===== config.mk =====
export PLATFORM = sky130hd
export DESIGN_NAME = tdma_slot_transmit_gate
export DESIGN_NICKNAME = d
export VERILOG_FILES = /design/src/rtl/tstg_pkg.sv /design/src/rtl/tstg_div.sv /design/src/rtl/tstg_dp.sv /design/src/rtl/tstg_ctrl.sv /design/src/rtl/tdma_slot_transmit_gate.sv
export SDC_FILE = /design/constraint.sdc
export NUM_CORES = 1
export LEC_CHECK = 0
export BUFFER_PORTS_ARGS = -buffer_cell sky130_fd_sc_hd__clkbuf_2
export CORE_ASPECT_RATIO = 2
export CORE_UTILIZATION = 61
export CTS_CLUSTER_DIAMETER = 60
export CTS_CLUSTER_SIZE = 16
export DETAILED_ROUTE_END_ITERATION = 8
export PLACE_DENSITY = 0.8
export SLEW_MARGIN = 15
export SYNTH_ARGS = -nofsm -noshare
export SYNTH_HDL_FRONTEND = slang
export SYNTH_SLANG_ARGS = --single-unit

===== constraint.sdc =====
create_clock -name i_clk -period 3.1 [get_ports i_clk]
set_input_delay 0.31 -clock i_clk [delete_from_list [all_inputs] [get_ports i_clk]]
set_output_delay 0.31 -clock i_clk [all_outputs]
set_load 0.005 [all_outputs]

===== src/rtl/tstg_pkg.sv =====
// Shared types and constants for the TDMA slot transmit gate.
package tstg_pkg;

    // Configuration register indexes
    localparam logic [1:0] CFG_CYCLE_PERIOD = 2'd0;
    localparam logic [1:0] CFG_SLOT_LENGTH  = 2'd1;
    localparam logic [1:0] CFG_OWN_SLOT     = 2'd2;
    localparam logic [1:0] CFG_TX_OFFSET    = 2'd3;

    // Configuration reset values
    localparam logic [15:0] CYCLE_PERIOD_RESET = 16'd10000;
    localparam logic [15:0] SLOT_LENGTH_RESET  = 16'd1000;
    localparam logic [7:0]  OWN_SLOT_RESET     = 8'd1;
    localparam logic [15:0] TX_OFFSET_RESET    = 16'd50;

    // Field widths
    localparam int CYCLE_W = 32;
    localparam int NOW_W   = 32;
    localparam int LEN_W   = 16;
    localparam int SLOT_W  = 8;

    // Request kinds carried on the input user field
    localparam logic OP_TIME_CHECK = 1'b0;
    localparam logic OP_BEACON     = 1'b1;

    // Commands from the controller to the datapath
    typedef struct packed {
        logic load;       // capture the incoming request
        logic div_start;  // start the slot divider
        logic commit;     // update state and load the result register
    } t_dp_cmd;

    // Status from the datapath to the controller
    typedef struct packed {
        logic needs_div;  // captured request is a locked, ready time check
        logic div_done;   // divider has finished
    } t_dp_sts;

endpackage


===== src/rtl/tstg_div.sv =====
// Restoring divider, one quotient bit per cycle, for the slot index and offset.
module tstg_div #(
    parameter int W = 32
) (
    input  logic                        i_clk,
    input  logic                        i_rst_n,
    input  logic                        i_start,
    input  logic [W-1:0]                i_dividend,
    input  logic [tstg_pkg::LEN_W-1:0]  i_divisor,
    output logic                        o_done,
    output logic [W-1:0]                o_quot,
    output logic [tstg_pkg::LEN_W-1:0]  o_rem
);
    localparam int CW = $clog2(W + 1);
    localparam int LW = tstg_pkg::LEN_W;

    logic          r_busy;
    logic          r_done;
    logic [CW-1:0] r_cnt;
    logic [W-1:0]  r_quot;
    logic [LW-1:0] r_rem;
    logic [LW-1:0] r_div;

    logic [LW:0]   w_shift;
    logic [LW+1:0] w_diff;
    logic          w_ge;

    // One trial subtraction per cycle
    assign w_shift = {r_rem, r_quot[W-1]};
    assign w_diff  = {1'b0, w_shift} - {2'b00, r_div};
    assign w_ge    = ~w_diff[LW+1];

    // Control of the iteration
    always_ff @(posedge i_clk) begin
        if (!i_rst_n) begin
            r_busy <= 1'b0;
            r_done <= 1'b0;
            r_cnt  <= '0;
        end else begin
            r_done <= r_busy && !i_start && (r_cnt == CW'(1));
            if (i_start) begin
                r_busy <= 1'b1;
                r_cnt  <= CW'(W);
            end else if (r_busy) begin
                r_cnt <= r_cnt - 1'b1;
                if (r_cnt == CW'(1)) begin
                    r_busy <= 1'b0;
                end
            end
        end
    end

    // Quotient and remainder registers
    always_ff @(posedge i_clk) begin
        if (i_start) begin
            r_quot <= i_dividend;
            r_rem  <= '0;
            r_div  <= i_divisor;
        end else if (r_busy) begin
            r_quot <= {r_quot[W-2:0], w_ge};
            r_rem  <= w_ge ? w_diff[LW-1:0] : w_shift[LW-1:0];
        end
    end

    assign o_done = r_done;
    assign o_quot = r_quot;
    assign o_rem  = r_rem;

endmodule


===== src/rtl/tstg_dp.sv =====
// Datapath: configuration, timing state, slot divider and result register.
module tstg_dp #(
    parameter int TIME_WIDTH = 32
) (
    input  logic                  i_clk,
    input  logic                  i_rst_n,
    input  logic                  i_cfg_we,
    input  logic [1:0]            i_cfg_index,
    input  logic [15:0]           i_cfg_wdata,
    input  logic                  i_op,
    input  logic [31:0]           i_now_ms,
    input  logic [31:0]           i_beacon_cycle,
    input  logic                  i_radio_ready,
    input  tstg_pkg::t_dp_cmd     i_cmd,
    output tstg_pkg::t_dp_sts     o_sts,
    output logic                  o_send_now,
    output logic                  o_locked
);
    localparam int W  = TIME_WIDTH;
    localparam int LW = tstg_pkg::LEN_W;

    // Configuration registers
    logic [LW-1:0]                   r_cycle_period;
    logic [LW-1:0]                   r_slot_length;
    logic [tstg_pkg::SLOT_W-1:0]     r_own_slot;
    logic [LW-1:0]                   r_tx_offset;

    // Captured request
    logic                            r_op;
    logic [W-1:0]                    r_now;
    logic [tstg_pkg::CYCLE_W-1:0]    r_cyc;
    logic                            r_rdy;

    // Timing state
    logic [W-1:0]                    r_beacon_time;
    logic [tstg_pkg::CYCLE_W-1:0]    r_current_cycle;
    logic                            r_seen;
    logic [tstg_pkg::CYCLE_W-1:0]    r_served_cycle;
    logic [W-1:0]                    r_grant_due;

    // Result register
    logic                            r_send;
    logic                            r_locked;

    logic [W-1:0]                    w_now;
    logic [LW-1:0]                   w_len;
    logic [W-1:0]                    w_since;
    logic                            w_div_done;
    logic [W-1:0]                    w_quot;
    logic [LW-1:0]                   w_rem;
    logic                            w_free_hit;
    logic                            w_slot_hit;

    // Time taken modulo 2^TIME_WIDTH
    generate
        if (W > tstg_pkg::NOW_W) begin : g_now_wide
            assign w_now = {{(W - tstg_pkg::NOW_W){1'b0}}, i_now_ms};
        end else if (W == tstg_pkg::NOW_W) begin : g_now_eq
            assign w_now = i_now_ms;
        end else begin : g_now_narrow
            assign w_now = i_now_ms[W-1:0];
        end
    endgenerate

    // Configuration writes
    always_ff @(posedge i_clk) begin
        if (!i_rst_n) begin
            r_cycle_period <= tstg_pkg::CYCLE_PERIOD_RESET;
            r_slot_length  <= tstg_pkg::SLOT_LENGTH_RESET;
            r_own_slot     <= tstg_pkg::OWN_SLOT_RESET;
            r_tx_offset    <= tstg_pkg::TX_OFFSET_RESET;
        end else if (i_cfg_we) begin
            case (i_cfg_index)
                tstg_pkg::CFG_CYCLE_PERIOD: r_cycle_period <= i_cfg_wdata;
                tstg_pkg::CFG_SLOT_LENGTH:  r_slot_length  <= i_cfg_wdata;
                tstg_pkg::CFG_OWN_SLOT:     r_own_slot     <= i_cfg_wdata[7:0];
                tstg_pkg::CFG_TX_OFFSET:    r_tx_offset    <= i_cfg_wdata;
                default: ;
            endcase
        end
    end

    // Capture of the accepted request
    always_ff @(posedge i_clk) begin
        if (i_cmd.load) begin
            r_op  <= i_op;
            r_now <= w_now;
            r_cyc <= i_beacon_cycle;
            r_rdy <= i_radio_ready;
        end
    end

    // Slot index and offset since the last beacon; a zero slot length acts as one
    assign w_len   = (r_slot_length == '0) ? LW'(1) : r_slot_length;
    assign w_since = r_now - r_beacon_time;

    tstg_div #(
        .W (W)
    ) u_div (
        .i_clk      (i_clk),
        .i_rst_n    (i_rst_n),
        .i_start    (i_cmd.div_start),
        .i_dividend (w_since),
        .i_divisor  (w_len),
        .o_done     (w_div_done),
        .o_quot     (w_quot),
        .o_rem      (w_rem)
    );

    // Grant decisions
    assign w_free_hit = (r_now >= r_grant_due);
    assign w_slot_hit = (w_quot == W'(r_own_slot)) && (w_rem >= r_tx_offset) &&
                        (r_served_cycle != r_current_cycle);

    // State update and result on commit
    always_ff @(posedge i_clk) begin
        if (!i_rst_n) begin
            r_beacon_time   <= '0;
            r_current_cycle <= '0;
            r_seen          <= 1'b0;
            r_served_cycle  <= '0;
            r_grant_due     <= '0;
        end else if (i_cmd.commit) begin
            if (r_op == tstg_pkg::OP_BEACON) begin
                r_seen          <= 1'b1;
                r_current_cycle <= r_cyc;
                r_beacon_time   <= r_now;
            end else if (r_rdy) begin
                if (!r_seen) begin
                    if (w_free_hit) begin
                        r_grant_due <= r_now + W'(r_cycle_period);
                    end
                end else if (w_slot_hit) begin
                    r_served_cycle <= r_current_cycle;
                end
            end
        end
    end

    // Result register, held until the downstream side takes it
    always_ff @(posedge i_clk) begin
        if (i_cmd.commit) begin
            r_locked <= (r_op == tstg_pkg::OP_BEACON) | r_seen;
            if (r_op == tstg_pkg::OP_BEACON || !r_rdy) begin
                r_send <= 1'b0;
            end else if (!r_seen) begin
                r_send <= w_free_hit;
            end else begin
                r_send <= w_slot_hit;
            end
        end
    end

    assign o_sts.needs_div = (r_op == tstg_pkg::OP_TIME_CHECK) && r_rdy && r_seen;
    assign o_sts.div_done  = w_div_done;
    assign o_send_now      = r_send;
    assign o_locked        = r_locked;

endmodule


===== src/rtl/tstg_ctrl.sv =====
// Controller: sequences one request through capture, divide where needed, and commit.
module tstg_ctrl (
    input  logic               i_clk,
    input  logic               i_rst_n,
    input  logic               i_s_tvalid,
    output logic               o_s_tready,
    output logic               o_m_tvalid,
    input  logic               i_m_tready,
    output tstg_pkg::t_dp_cmd  o_cmd,
    input  tstg_pkg::t_dp_sts  i_sts
);
    localparam logic [1:0] ST_IDLE   = 2'd0;
    localparam logic [1:0] ST_EXEC   = 2'd1;
    localparam logic [1:0] ST_DIV    = 2'd2;
    localparam logic [1:0] ST_COMMIT = 2'd3;

    logic [1:0] r_state;
    logic [1:0] n_state;
    logic       r_out_valid;
    logic       n_out_valid;
    logic       w_accept;
    logic       w_out_free;

    assign o_s_tready = (r_state == ST_IDLE);
    assign w_accept   = i_s_tvalid && o_s_tready;
    assign w_out_free = !r_out_valid || i_m_tready;

    // Next state and commands
    always_comb begin
        n_state         = r_state;
        o_cmd.load      = 1'b0;
        o_cmd.div_start = 1'b0;
        o_cmd.commit    = 1'b0;
        case (r_state)
            ST_IDLE: begin
                if (w_accept) begin
                    o_cmd.load = 1'b1;
                    n_state    = ST_EXEC;
                end
            end
            ST_EXEC: begin
                if (i_sts.needs_div) begin
                    o_cmd.div_start = 1'b1;
                    n_state         = ST_DIV;
                end else begin
                    n_state = ST_COMMIT;
                end
            end
            ST_DIV: begin
                if (i_sts.div_done) begin
                    n_state = ST_COMMIT;
                end
            end
            ST_COMMIT: begin
                if (w_out_free) begin
                    o_cmd.commit = 1'b1;
                    n_state      = ST_IDLE;
                end
            end
            default: n_state = ST_IDLE;
        endcase
    end

    // Output valid: set on commit, cleared when the result is taken
    always_comb begin
        n_out_valid = r_out_valid;
        if (o_cmd.commit) begin
            n_out_valid = 1'b1;
        end else if (i_m_tready) begin
            n_out_valid = 1'b0;
        end
    end

    always_ff @(posedge i_clk) begin
        if (!i_rst_n) begin
            r_state     <= ST_IDLE;
            r_out_valid <= 1'b0;
        end else begin
            r_state     <= n_state;
            r_out_valid <= n_out_valid;
        end
    end

    assign o_m_tvalid = r_out_valid;

    // An accepted request always moves to the execute step
    a_accept_exec: assert property (@(posedge i_clk) disable iff (!i_rst_n)
        w_accept |=> (r_state == ST_EXEC))
        else $error("accepted request did not enter execute");

    // The divider only finishes while the controller waits for it
    a_div_done_state: assert property (@(posedge i_clk) disable iff (!i_rst_n)
        i_sts.div_done |-> (r_state == ST_DIV))
        else $error("divider finished outside the divide step");

    // A commit never overwrites a result that is still waiting
    a_commit_free: assert property (@(posedge i_clk) disable iff (!i_rst_n)
        o_cmd.commit |-> (!r_out_valid || i_m_tready))
        else $error("commit over an untaken result");

    // A new result appears only after a commit step
    a_valid_from_commit: assert property (@(posedge i_clk) disable iff (!i_rst_n)
        $rose(r_out_valid) |-> ($past(r_state) == ST_COMMIT))
        else $error("result valid without commit");

endmodule


===== src/rtl/tdma_slot_transmit_gate.sv =====
// Top level of the TDMA slot transmit gate.
//
// Channel   Direction  Handshake                     Payload
// s_axis    in         s_axis_tvalid/s_axis_tready   tdata: now_ms, beacon_cycle,
//                                                    radio_ready; tuser: operation
// m_axis    out        m_axis_tvalid/m_axis_tready   tdata: send_now, locked
// cfg       in         i_cfg_we                      i_cfg_index, i_cfg_wdata
//
// One request at a time. A beacon, a time check with the radio not ready, or a
// time check before lock goes from capture through execute to commit. A locked
// time check also runs the one-bit-per-cycle slot divider between those steps.
// Reset (synchronous, active low) restores the configuration defaults and
// clears all timing state. A result waits in its output register while the
// next request is accepted; a stalled output holds the following commit.
module tdma_slot_transmit_gate #(
    parameter int TIME_WIDTH = 32
) (
    input  logic        i_clk,
    input  logic        i_rst_n,
    // Input requests
    input  logic        s_axis_tvalid,
    output logic        s_axis_tready,
    input  logic [71:0] s_axis_tdata,   // [31:0] now_ms, [63:32] beacon_cycle,
                                        // [64] radio_ready, [71:65] zero
    input  logic        s_axis_tuser,   // [0] operation
    // Results
    output logic        m_axis_tvalid,
    input  logic        m_axis_tready,
    output logic [7:0]  m_axis_tdata,   // [0] send_now, [1] locked, [7:2] zero
    // Configuration writes
    input  logic        i_cfg_we,
    input  logic [1:0]  i_cfg_index,
    input  logic [15:0] i_cfg_wdata
);
    tstg_pkg::t_dp_cmd w_cmd;
    tstg_pkg::t_dp_sts w_sts;
    logic              w_send_now;
    logic              w_locked;

    tstg_ctrl u_ctrl (
        .i_clk      (i_clk),
        .i_rst_n    (i_rst_n),
        .i_s_tvalid (s_axis_tvalid),
        .o_s_tready (s_axis_tready),
        .o_m_tvalid (m_axis_tvalid),
        .i_m_tready (m_axis_tready),
        .o_cmd      (w_cmd),
        .i_sts      (w_sts)
    );

    tstg_dp #(
        .TIME_WIDTH (TIME_WIDTH)
    ) u_dp (
        .i_clk          (i_clk),
        .i_rst_n        (i_rst_n),
        .i_cfg_we       (i_cfg_we),
        .i_cfg_index    (i_cfg_index),
        .i_cfg_wdata    (i_cfg_wdata),
        .i_op           (s_axis_tuser),
        .i_now_ms       (s_axis_tdata[31:0]),
        .i_beacon_cycle (s_axis_tdata[63:32]),
        .i_radio_ready  (s_axis_tdata[64]),
        .i_cmd          (w_cmd),
        .o_sts          (w_sts),
        .o_send_now     (w_send_now),
        .o_locked       (w_locked)
    );

    assign m_axis_tdata = {6'b000000, w_locked, w_send_now};

endmodule


==> results.md, run 1 <==
* Synth Area in Compound Gates at 0.165
* Most used DFF post-synth: dfxtp_1
* IO buf count at 92
* Arr. time, crit path at 3270 ps
* Largest family of logic cells by synthesized area: simple AND/OR/NAND/NOR gates
* Worst Clk Skew at 21.9 ps
* Antenna violations before repair at 1
* Fin crit share at 0.966
* Worst hold slack at 24.3 ps
* Post-synthesis xor/xnor area fraction at 0.0509
* Synthesis-stage register bit count at 328
* Cell Area, Synth at 17400 µm²
* First-pass iteration count of the detailed router at 5
* Peak Freq at 334 MHz
* Area Overhead vs Synth at 13.8%
* Vias in the first global route at 14800
* CP Buf/Inv Count at 0
* Core Util, Final at 0.705
* Worst skew pair latency at 550 ps
* Share of cells above drive strength 1 at 0.115
* FP Rows at 87
* Max H-tree Level at 1
* Int Pwr at 8240 µW
* Critical path capture point type: flip-flop
* Die Footprint at 29200 µm²
* NetSw at 4250 µW
* Detailed router's first-iteration violation count at 771
* Combinational share of power at 0.335
* Worst-path clk slew at 70 ps
* Root buffer cell: clkbuf_16
* Residual DRC at 0
* Worst vdd ir at 0.601 mV
* Cell family with most CP delay: compound AO/OA/AOI/OAI gates
* Tot GR Track Use at 0.305
* Worst Max-Slew Pin Slew at 1020 ps
* CTS Buf Count at 24
* Rel. slew slack at 0.315
* Vias after detailed routing at 14300
* Core box area at 28100 µm²
* CTS tree: built
* CP Cell Sequence: ha_2 > o21ai_1 > a21oi_2 > o211ai_2 > a2111oi_4 > nor2_1 > o31ai_2 > nor4_1 > or3_1
* CP max stage delay at 480 ps
* Drt wl/cell at 17.9 µm
* WS Path Type: flip-flop to flip-flop
* First-pass GRT wire length at 69600 µm
* Die width at 121 µm
* Multiplexer share of the synthesized area at 0.0220
* Hpwl dp at 32400 µm
* Crit path launch type: flip-flop
* Asr flop ratio synth at 0
* Antenna-violating nets left at 0
* Placed cells at 2334
* Clock share of power at 0.242
* CP max FO at 5
* Adder-Cell Fraction of Synth Area at 0.0877
* Number of max-cap violations at 0
* Mapped Cells at 1938
* Register share of total power at 0.423
* Starting Density at 0.619
* Synth unique cells at 96
* Gpl congestion at 0.931
* Pwr/cell area at 631 nW/µm²
* Fin cells at 2446
* Simple-Gate Fraction of Synth Area at 0.170
* Hold Vio Cnt, Final at 0
* Max Root-Sink Buffers at 3
* Nets at 2287
* Final min period at 2990 ps
* WP data required at 3370 ps
* Slowest-stage cell, CP: edfxtp_1
* Status: finished clean
* P_leak at 0.00768 µW
* Number of vias per cell at 5.86
* Die Y at 241 µm
* Setup Viol. Count Final at 0
* I/O pin total at 106
* Post-route setup TNS at 0 ps
* Ys Warns at 0
* DRT Wirelength at 43900 µm
* Slew Viols, Final at 0
* Hold Crit Class: primary input to flip-flop
* Sequential area share after synthesis at 0.445
* Total power at 12500 µW
* Sw Ratio at 0.340
* Grt ovf at 0
* Number of synthesized flops with an enable pin at 116
* CTS Sinks at 328
* Pin count of the biggest net entering global routing at 87
* Mapped Avg Cell Area at 8.97 µm²
cells by family (layout without fill, tap and decap cells):
logic type | count (synthesis) | count (layout)
simple gates | 653 | 653
compound gates | 450 | 450
buf+inv | 247 | 393
fa+ha+maj | 120 | 120
other cells | 1 | 7
mux | 38 | 38
xor+xnor | 101 | 101
flops | 328 | 328
registers in the layout (all words and copies together), names as in the netlist, 2 cells and up:
signal	flops
u_dp.r_cyc	32
u_dp.u_div.o_quot	32
u_dp.r_served_cycle	32
u_dp.r_now	32
u_dp.r_grant_due	32
u_dp.r_cycle_period	16
u_ctrl.r_state	2
u_dp.u_div.r_cnt	6
u_dp.r_current_cycle	32
u_dp.u_div.o_rem	16
u_dp.r_slot_length	16
u_dp.r_tx_offset	16
u_dp.r_beacon_time	32
u_dp.u_div.r_div	16
u_dp.r_own_slot	8
cells in the final DEF (no fill, tap or decap), drive strengths merged, types with 9 or more instances in the layout:
master,count
xor2,49
nor4,22
clkbuf,134
nand4,17
nor2,57
a211oi,15
mux2i,37
a21oi,192
nand2,385
edfxtp,116
inv,128
nor2b,11
o21ai,93
a31oi,11
ha,117
or3,9
and3,11
nor3,37
buf,64
dlygate4sd3,65
o211ai,13
dfxtp,212
nand3,59
o21a,18
a21o,28
xnor2,52
nand2b,10
o31ai,18
per-layer routing:
metal | vias up | track usage | part of all wire
met5 | - | 0 | 0
met4 | 0 | 0.228 | 0.074
met3 | 173 | 0.0345 | 0.032
met2 | 358 | 0.596 | 0.55
met1 | 6801 | 0.280 | 0.34
li1 | 6996 | - | -
repair_timing:
item,in CTS,in global routing
gates resized for setup,0,17
buffers inserted,0,2
setup endpoints to repair,0,13
endpoints found under the hold margin,65,0
hold buffers,65,0
path summary, 6_finish.rpt:
check                                              to  depth (start not counted)  slack, ps                   start
worst max-delay path            u_dp.u_div.o_quot[29]                          9        110           u_dp.r_now[2]
worst min-delay path                   u_dp.r_now[31]                          1         20        s_axis_tdata[31]
worst max register to register  u_dp.u_div.o_quot[29]                          9        110           u_dp.r_now[2]
worst min register to register   u_dp.u_div.r_div[11]                          0        440  u_dp.r_slot_length[11]
power groups by stage:
stage	Clock [µW]	Sequential, µW	Combinational, µW
floorplan	0	5270	2880
finish	3020	5280	4190
CTS	3070	5270	4080
global route	3220	5320	4630
global placement	0	5350	3840
detailed placement	0	5370	3990
cell type report:
| cell class | count | area [µm²] |
|---|---|---|
| Antenna cell | 1 | 2.50 |
| Multi-Input combinational cell | 1368 | 8740 |
| Clock inverter | 1 | 8.76 |
| Inverter | 129 | 487 |
| Sequential cell | 328 | 7730 |
| Tap cell | 356 | 445 |
| Fill cell | 2171 | 8300 |
| Clock buffer | 43 | 703 |
| Timing Repair Buffer | 220 | 1680 |
worst reg2reg max path, stage by stage, from the launching register on:
cell       delay [ps]
edfxtp_1          480
ha_2              430
o21ai_1           110
a21oi_2           220
o211ai_2          210
a2111oi_4         430
nor2_1            190
o31ai_2           250
nor4_1             70
or3_1             340
synth_stat cells, types with 11 or more instances:
master | n | area (µm²)
xor2_1 | 49 | 429
a31oi_1 | 11 | 68.8
nor4_1 | 22 | 138
o211ai_1 | 12 | 90.1
nand2_1 | 385 | 1450
xnor2_1 | 52 | 455
nor2_1 | 57 | 214
o21a_1 | 18 | 135
o31ai_1 | 17 | 128
clkbuf_1 | 87 | 327
a21o_1 | 27 | 203
nand4_1 | 16 | 100
a21oi_1 | 188 | 941
o21ai_0 | 86 | 430
buf_4 | 14 | 105
nand3_1 | 58 | 290
edfxtp_1 | 116 | 3480
nor3_1 | 35 | 175
a211oi_1 | 13 | 97.6
mux2i_1 | 37 | 370
ha_1 | 117 | 1460
inv_1 | 128 | 480
dfxtp_1 | 212 | 4240
per-stage QoR:
step           cell area [µm²]  worst slack [ps]
6_report                 19800               106
5_1_grt                  19800             -32.6
3_3_place_gp             18300              94.6
3_5_place_dp             18300              15.6
4_1_cts                  19700              4.34
2_1_floorplan            17400               306
Note: power is estimated with default switching activity, not from simulation.
==> run 2: changes to the inputs <==
Settings changed: RECOVER_POWER set to 25.
==> run 2 against run 1 <==
- sequential cell count unchanged
- die area stayed put
- clock power barely moved
- critical path depth unchanged
- count of clock-buffer cells in the layout stayed put
- cell count did not move
- non-clock buffer count unchanged
- highest routed layer unchanged
==> results.md, run 2 (same netlist as run 1, synthesis figures left out) <==
* Number of vias per cell at 5.86 (about the same)
* M3 GR Usage at 0.0345 (unchanged)
* GRT met1 Usage at 0.280 (unchanged)
* WP data required at 3370 ps (about the same)
* Commonest non-fill, non-tap cell in the layout: nand2_1
* Sw Ratio at 0.340 (about the same)
* Nets at 2287 (unchanged)
* Worst Max-Slew Pin Slew at 1030 ps (+3.09 ps)
* Slew Viols, Final at 0 (unchanged)
* I/O pin total at 106 (unchanged)
* NetSw at 4250 µW (about the same)
* FP Rows at 87 (unchanged)
* Die Footprint at 29200 µm² (unchanged)
* Hold wc startpoint: i_cfg_wdata[14]
* P_leak at 0.00765 µW (-0.35%)
* Clock share of power at 0.242 (about the same)
* Combinational share of power at 0.335 (about the same)
* Area Overhead vs Synth at 13.8% (about the same)
* Critical Path Source: u_dp.r_now[2]
* Hold Path Depth at 3 (+2)
* First-pass GRT wire length at 69600 µm (unchanged)
* Worst Clk Skew at 21.5 ps (-0.401 ps)
* Placed Area at 18300 µm² (unchanged)
* Tot GR Track Use at 0.305 (unchanged)
* Hold Crit Class: primary input to flip-flop
* Die Y at 241 µm (unchanged)
* Arr. time, crit path at 3290 ps (+20 ps)
* Final min period at 3010 ps (+17.5 ps)
* Grt ovf at 0 (unchanged)
* Register share of total power at 0.423 (about the same)
* Starting Density at 0.619 (unchanged)
* Max Root-Sink Buffers at 3 (unchanged)
* Int Pwr at 8240 µW (about the same)
* CTS Buf Count at 24 (unchanged)
* Antenna violations before repair at 1 (unchanged)
* R2R cell count at 9 (unchanged)
* Peak Freq at 332 MHz (-0.58%)
* Gpl congestion at 0.931 (unchanged)
* Crit path launch type: flip-flop
* Worst skew pair latency at 540 ps (about the same)
* Post-route setup TNS at 0 ps (unchanged)
* Fin crit share at 0.971 (+0.00564)
* Max H-tree Level at 1 (unchanged)
* Worst-path clk slew at 80 ps (about the same)
* Vias after detailed routing at 14300 (+0.056%)
* Vias in the first global route at 14800 (unchanged)
* IO buf count at 92 (unchanged)
* Pin count of the biggest net entering global routing at 87 (unchanged)
* DRT Wirelength at 43900 µm (about the same)
* Residual DRC at 0 (unchanged)
* Worst hold slack at 29.8 ps (+5.50 ps)
* Grt met2 use at 0.596 (unchanged)
* Detailed router's first-iteration violation count at 775 (+0.52%)
* Setup Viol. Count Final at 0 (unchanged)
* Gr busiest metal: met2
* Hold Vio Cnt, Final at 0 (unchanged)
* FILL cells at 2176 (+0.23%)
* Hpwl dp at 32400 µm (unchanged)
* Final non-filler cell area at 19800 µm² (about the same)
* Pwr/cell area at 632 nW/µm² (about the same)
* Most frequent cells in the layout: nand2_1 (384), dfxtp_1 (212), a21oi_1 (188)
* Die width at 121 µm (unchanged)
* Worst reg2reg path startpoint: u_dp.r_now[2]
* First-pass iteration count of the detailed router at 5 (unchanged)
* CP max FO at 5 (unchanged)
* Rel. slew slack at 0.313 (-0.00207)
* Root buffer cell: clkbuf_16
* Antenna-violating nets left at 0 (unchanged)
* Worst vdd ir at 0.601 mV (about the same)
* WS Path Type: flip-flop to flip-flop
* Number of max-cap violations at 0 (unchanged)
* CTS tree: built
* Drt wl/cell at 18.0 µm (about the same)
* CTS Sinks at 328 (unchanged)
* Core box area at 28100 µm² (unchanged)
* Critical path capture point type: flip-flop
* Share of cells above drive strength 1 at 0.111 (-0.00431)
* Status: finished clean
## run 2: cell counts in the layout (fill, tap and decap cells not counted)
No cell type changed its count.
## run 2: power by group through the flow
stage | Clock (µW) | Combinational [µW] | Sequential [µW]
after floorplan | 0 | 2880 | 5270
after global placement | 0 | 3840 | 5350
after detailed placement | 0 | 3990 | 5370
after CTS | 3070 | 4080 | 5270
after global routing | 3220 | 4620 | 5320
final | 3020 | 4190 | 5280
## run 2: worst max-delay path, stage by stage, from the launching register on
cell       delay, ps
edfxtp_1         500
ha_2             430
o21ai_1          110
a21oi_2          210
o211ai_2         210
a2111oi_4        430
nor2_1           190
o31ai_2          250
nor4_1            70
or3_1            340
## run 2: layout make-up
cell class	count	area, µm²	area share
diodes	1	2.50	0.000127
clock buffers	43	703	0.0356
clock inverters	1	8.76	0.000443
inverters	129	487	0.0246
multi-input cells	1368	8740	0.442
flip-flops and latches	328	7730	0.391
well taps	356	445	0.0225
repair buffers	220	1660	0.0841
## run 2: per-stage QoR
| step | utilization | setup WS (ps) | power, µW | std cells |
|---|---|---|---|---|
| 4_1_cts | 0.701 | 4.34 | 12400 | 2443 |
| 6_report | 0.704 | 88.7 | 12500 | 2446 |
| 3_3_place_gp | 0.653 | 94.6 | 9190 | 2334 |
| 3_5_place_dp | 0.653 | 15.6 | 9360 | 2334 |
| 5_1_grt | 0.704 | -32.6 | 13200 | 2446 |
| 2_1_floorplan | - | 306 | 8150 | 1943 |
## run 2: routing by layer
metal | routed length (µm) | vias to the layer above | share of wire
li1 | - | 6996 | -
met2 | 24300 | 358 | 0.55
met3 | 1400 | 166 | 0.032
met1 | 15000 | 6816 | 0.34
met4 | 3220 | 0 | 0.073
met5 | 0 | - | 0
## run 2: worst paths after layout
path                              to  slack [ps]
min          u_dp.r_cycle_period[14]          30
max            u_dp.u_div.o_quot[29]          90
min reg2reg     u_dp.u_div.r_div[11]         440
max reg2reg    u_dp.u_div.o_quot[29]          90
## run 2: what timing repair did
action                     4_1_cts  5_1_grt
buffers inserted                 0        2
hold endpoints to repair        65        0
hold buffers                    65        0
setup endpoints to repair        0       13
gates resized for setup          0       17
==> run 3: changes to the inputs <==
Settings changed: SYNTH_HIERARCHICAL set to 1.
==> run 3 against run 2 <==
- clock power about the same
- via count increased by 2.0%
- fmax is 0.89% lower
- power rose by 2.6%
- non-clock buffer count is 20 higher
- area after synthesis about the same
- register-to-register slack lost 30 ps
- cell area grew 0.99%
- sequential cell count did not move
- worst setup slack lost 27 ps
- combinational power rose by 8.1%
- clock skew shrank 4.4 ps
- largest power group unchanged
==> results.md, run 3 <==
* Status: finished clean
* Setup Viol. Count Final at 0 (unchanged)
* Root buffer cell: clkbuf_16
* Grt ovf at 0 (unchanged)
* Gpl congestion at 0.944 (+1.4%)
* Grt met2 use at 0.592 (-0.00396)
* Post-synth top cells: nand2_1 (340), dfxtp_1 (212), a21oi_1 (188)
* Worst hold slack at 20.3 ps (-9.52 ps)
* CTS Sinks at 328 (unchanged)
* Final non-filler cell area at 20000 µm² (+0.99%)
* I/O pin total at 106 (unchanged)
* Synth unique cells at 94 (-2.1%)
* Synth top area share at 0.244 (about the same)
* DRT Wirelength at 46700 µm (+6.4%)
* RSZ-0062 raised after global routing: yes
* Mapped Avg Cell Area at 9.11 µm² (+1.5%)
* Worst Max-Slew Pin Slew at 807 ps (-218 ps)
* Vias after detailed routing at 14600 (+2.0%)
* IO buf count at 92 (unchanged)
* Commonest non-fill, non-tap cell in the layout: nand2_1
* Share of cells above drive strength 1 at 0.140 (+0.0290)
* Ys Warns at 6 (+6)
* Crit path launch type: flip-flop
* Tot GR Track Use at 0.318 (+0.0131)
* Fin cells at 2448 (+0.082%)
* Most used DFF post-synth: dfxtp_1
* Antenna violations before repair at 0 (-1)
* Post-route setup TNS at 0 ps (unchanged)
* Pin count of the biggest net entering global routing at 83 (-4.6%)
* Max Root-Sink Buffers at 3 (unchanged)
* CP max stage delay at 400 ps (-100 ps)
* Number of max-cap violations at 0 (unchanged)
* Worst vdd ir at 0.594 mV (-1.1%)
* CTS tree: built
* Detailed router's first-iteration violation count at 802 (+3.5%)
* Die Footprint at 29200 µm² (about the same)
* Worst-path clk slew at 80 ps (about the same)
* Critical path capture point type: flip-flop
* Slew Viols, Final at 0 (unchanged)
* FP Rows at 87 (unchanged)
* Slowest-stage cell, CP: edfxtp_1
* Vias in the first global route at 14500 (-2.4%)
* M3 GR Usage at 0.0444 (+0.00992)
* Antenna-violating nets left at 0 (unchanged)
* Residual DRC at 0 (unchanged)
* Nets at 2290 (+0.13%)
* Cell Area, Synth at 17400 µm² (about the same)
* WP data required at 3410 ps (+40 ps)
* Hold Crit Class: primary input to flip-flop
* Die Y at 241 µm (about the same)
* CP dominant cell by count: a21oi_2
* Cell family with most CP delay: compound AO/OA/AOI/OAI gates
* Cell taking the most area after synthesis: dfxtp_1
* Asr flop ratio synth at 0 (unchanged)
* Max H-tree Level at 1 (unchanged)
* Arr. time, crit path at 3340 ps (+50 ps)
* Number of synthesized flops with an enable pin at 116 (unchanged)
* Critical Path Source: u_dp/r_now[0]
* CP max FO at 6 (+1)
* Pwr/cell area at 642 nW/µm² (+1.6%)
* Synthesis-stage register bit count at 328 (unchanged)
* Worst Clk Skew at 17.1 ps (-4.38 ps)
* Drt wl/cell at 19.1 µm (+6.3%)
* Most frequent cell after synthesis: nand2_1
* Worst reg2reg path startpoint: u_dp/r_now[0]
* First-pass iteration count of the detailed router at 6 (+1)
* Area Overhead vs Synth at 15.0%
* Antenna diodes at 0 (-1)
* Gr busiest metal: met2
* Hold wc startpoint: i_cfg_wdata[12]
* P_leak at 0.00746 µW (-2.5%)
* Core box area at 28100 µm² (unchanged)
* Synth top area cells: dfxtp_1 (24%), edfxtp_1 (20%), ha_1 (8.4%)
* Starting Density at 0.618 (about the same)
* First-pass GRT wire length at 71700 µm (+3.0%)
* Hpwl dp at 33600 µm (+3.5%)
* CP Cell Sequence: inv_2 > ha_4 > fa_2 > nand2b_4 > a21oi_2 > o31a_1 > a2111oi_4 > buf_4 > o31ai_2 > a21oi_2 > nor4b_1 > a311o_1 > mux2_2
* Core Util, Final at 0.711 (+0.00695)
* Rel. slew slack at 0.462 (+0.149)
* Worst skew pair latency at 550 ps (about the same)
* CTS Buf Count at 24 (unchanged)
* Die width at 121 µm (about the same)
* WS Path Type: flip-flop to flip-flop
* Placed cells at 2336 (+0.086%)
* Most frequent cells in the layout: nand2_1 (339), dfxtp_1 (212), a21oi_1 (186)
* Final min period at 3040 ps (+27.1 ps)
* Sequential area share after synthesis at 0.445 (about the same)
* Placed Area at 18500 µm² (+0.83%)
* CP Buf/Inv Count at 2 (+2)
* Number of vias per cell at 5.97 (+1.9%)
* Peak Freq at 329 MHz (-0.89%)
* Fin crit share at 0.980 (+0.00873)
* Mapped Cells at 1907 (-1.6%)
* Hold Vio Cnt, Final at 0 (unchanged)
* GRT met1 Usage at 0.291 (+0.0109)
[run 3: what timing repair did]
item                                   in CTS  in global routing
endpoints found under the hold margin      60                  0
setup endpoints to repair                   3                 30
buffers inserted                            0                  8
pin swaps                                   4                 12
gates resized for setup                     7                 25
hold buffers                               60                  0
[run 3: final cells by class]
type / count / area, µm²
multi-input combinational: 1353 / 8830
timing repair buffer: 240 / 1790
clock inverter: 1 / 8.76
inverter: 127 / 479
sequential: 328 / 7730
fill: 2116 / 8110
clock buffer: 43 / 693
tap: 356 / 445
[run 3: metal layers]
metal  share of wire  vias to the layer above  wire (µm)
li1                -                     6957          -
met1            0.34                     7012      15700
met2            0.53                      441      24700
met3           0.038                      206       1790
met4           0.097                        0       4550
met5               0                        -          0
[run 3: final timing paths]
path / endpoint / cells after the start / slack [ps]
max reg2reg: u_dp/u_div/o_quot[18] / 13 / 60
max: u_dp/u_div/o_quot[18] / 13 / 60
min: u_dp/r_cycle_period[12] / 3 / 20
min reg2reg: u_dp/r_tx_offset[7] / 2 / 460
[run 3: worst reg2reg max path: stages, from the launching register on]
cell,delay (ps)
edfxtp_1,400
inv_2,100
ha_4,140
fa_2,200
nand2b_4,130
a21oi_2,60
o31a_1,290
a2111oi_4,400
buf_4,200
o31ai_2,70
a21oi_2,170
nor4b_1,70
a311o_1,300
mux2_2,260
[run 3: power by group]
part	leakage, µW	switching (µW)	internal [µW]	total (µW)
Combinational	0.00434	2620	1920	4530
Clock	0.000334	1490	1520	3010
Sequential	0.00279	341	4930	5270
Total	0.00746	4450	8370	12800
[run 3: metrics by stage]
step	power, µW	worst slack (ps)
after floorplan	8300	18.9
after global placement	9490	-62.2
after detailed placement	9630	-87.2
after CTS	12700	0.960
after global routing	13400	-69.2
final	12800	61.6
[run 3: kinds of logic after synthesis]
group / Yosys count / synth area share
DFF: 328 / 0.445
adders and majority gates: 120 / 0.0877
and+or+nand+nor: 642 / 0.170
muxes: 47 / 0.0293
other: 1 / 0.000216
AOI/OAI and AO/OA: 432 / 0.158
xor gates and xnor gates: 106 / 0.0535
buffers and inverters: 231 / 0.0558
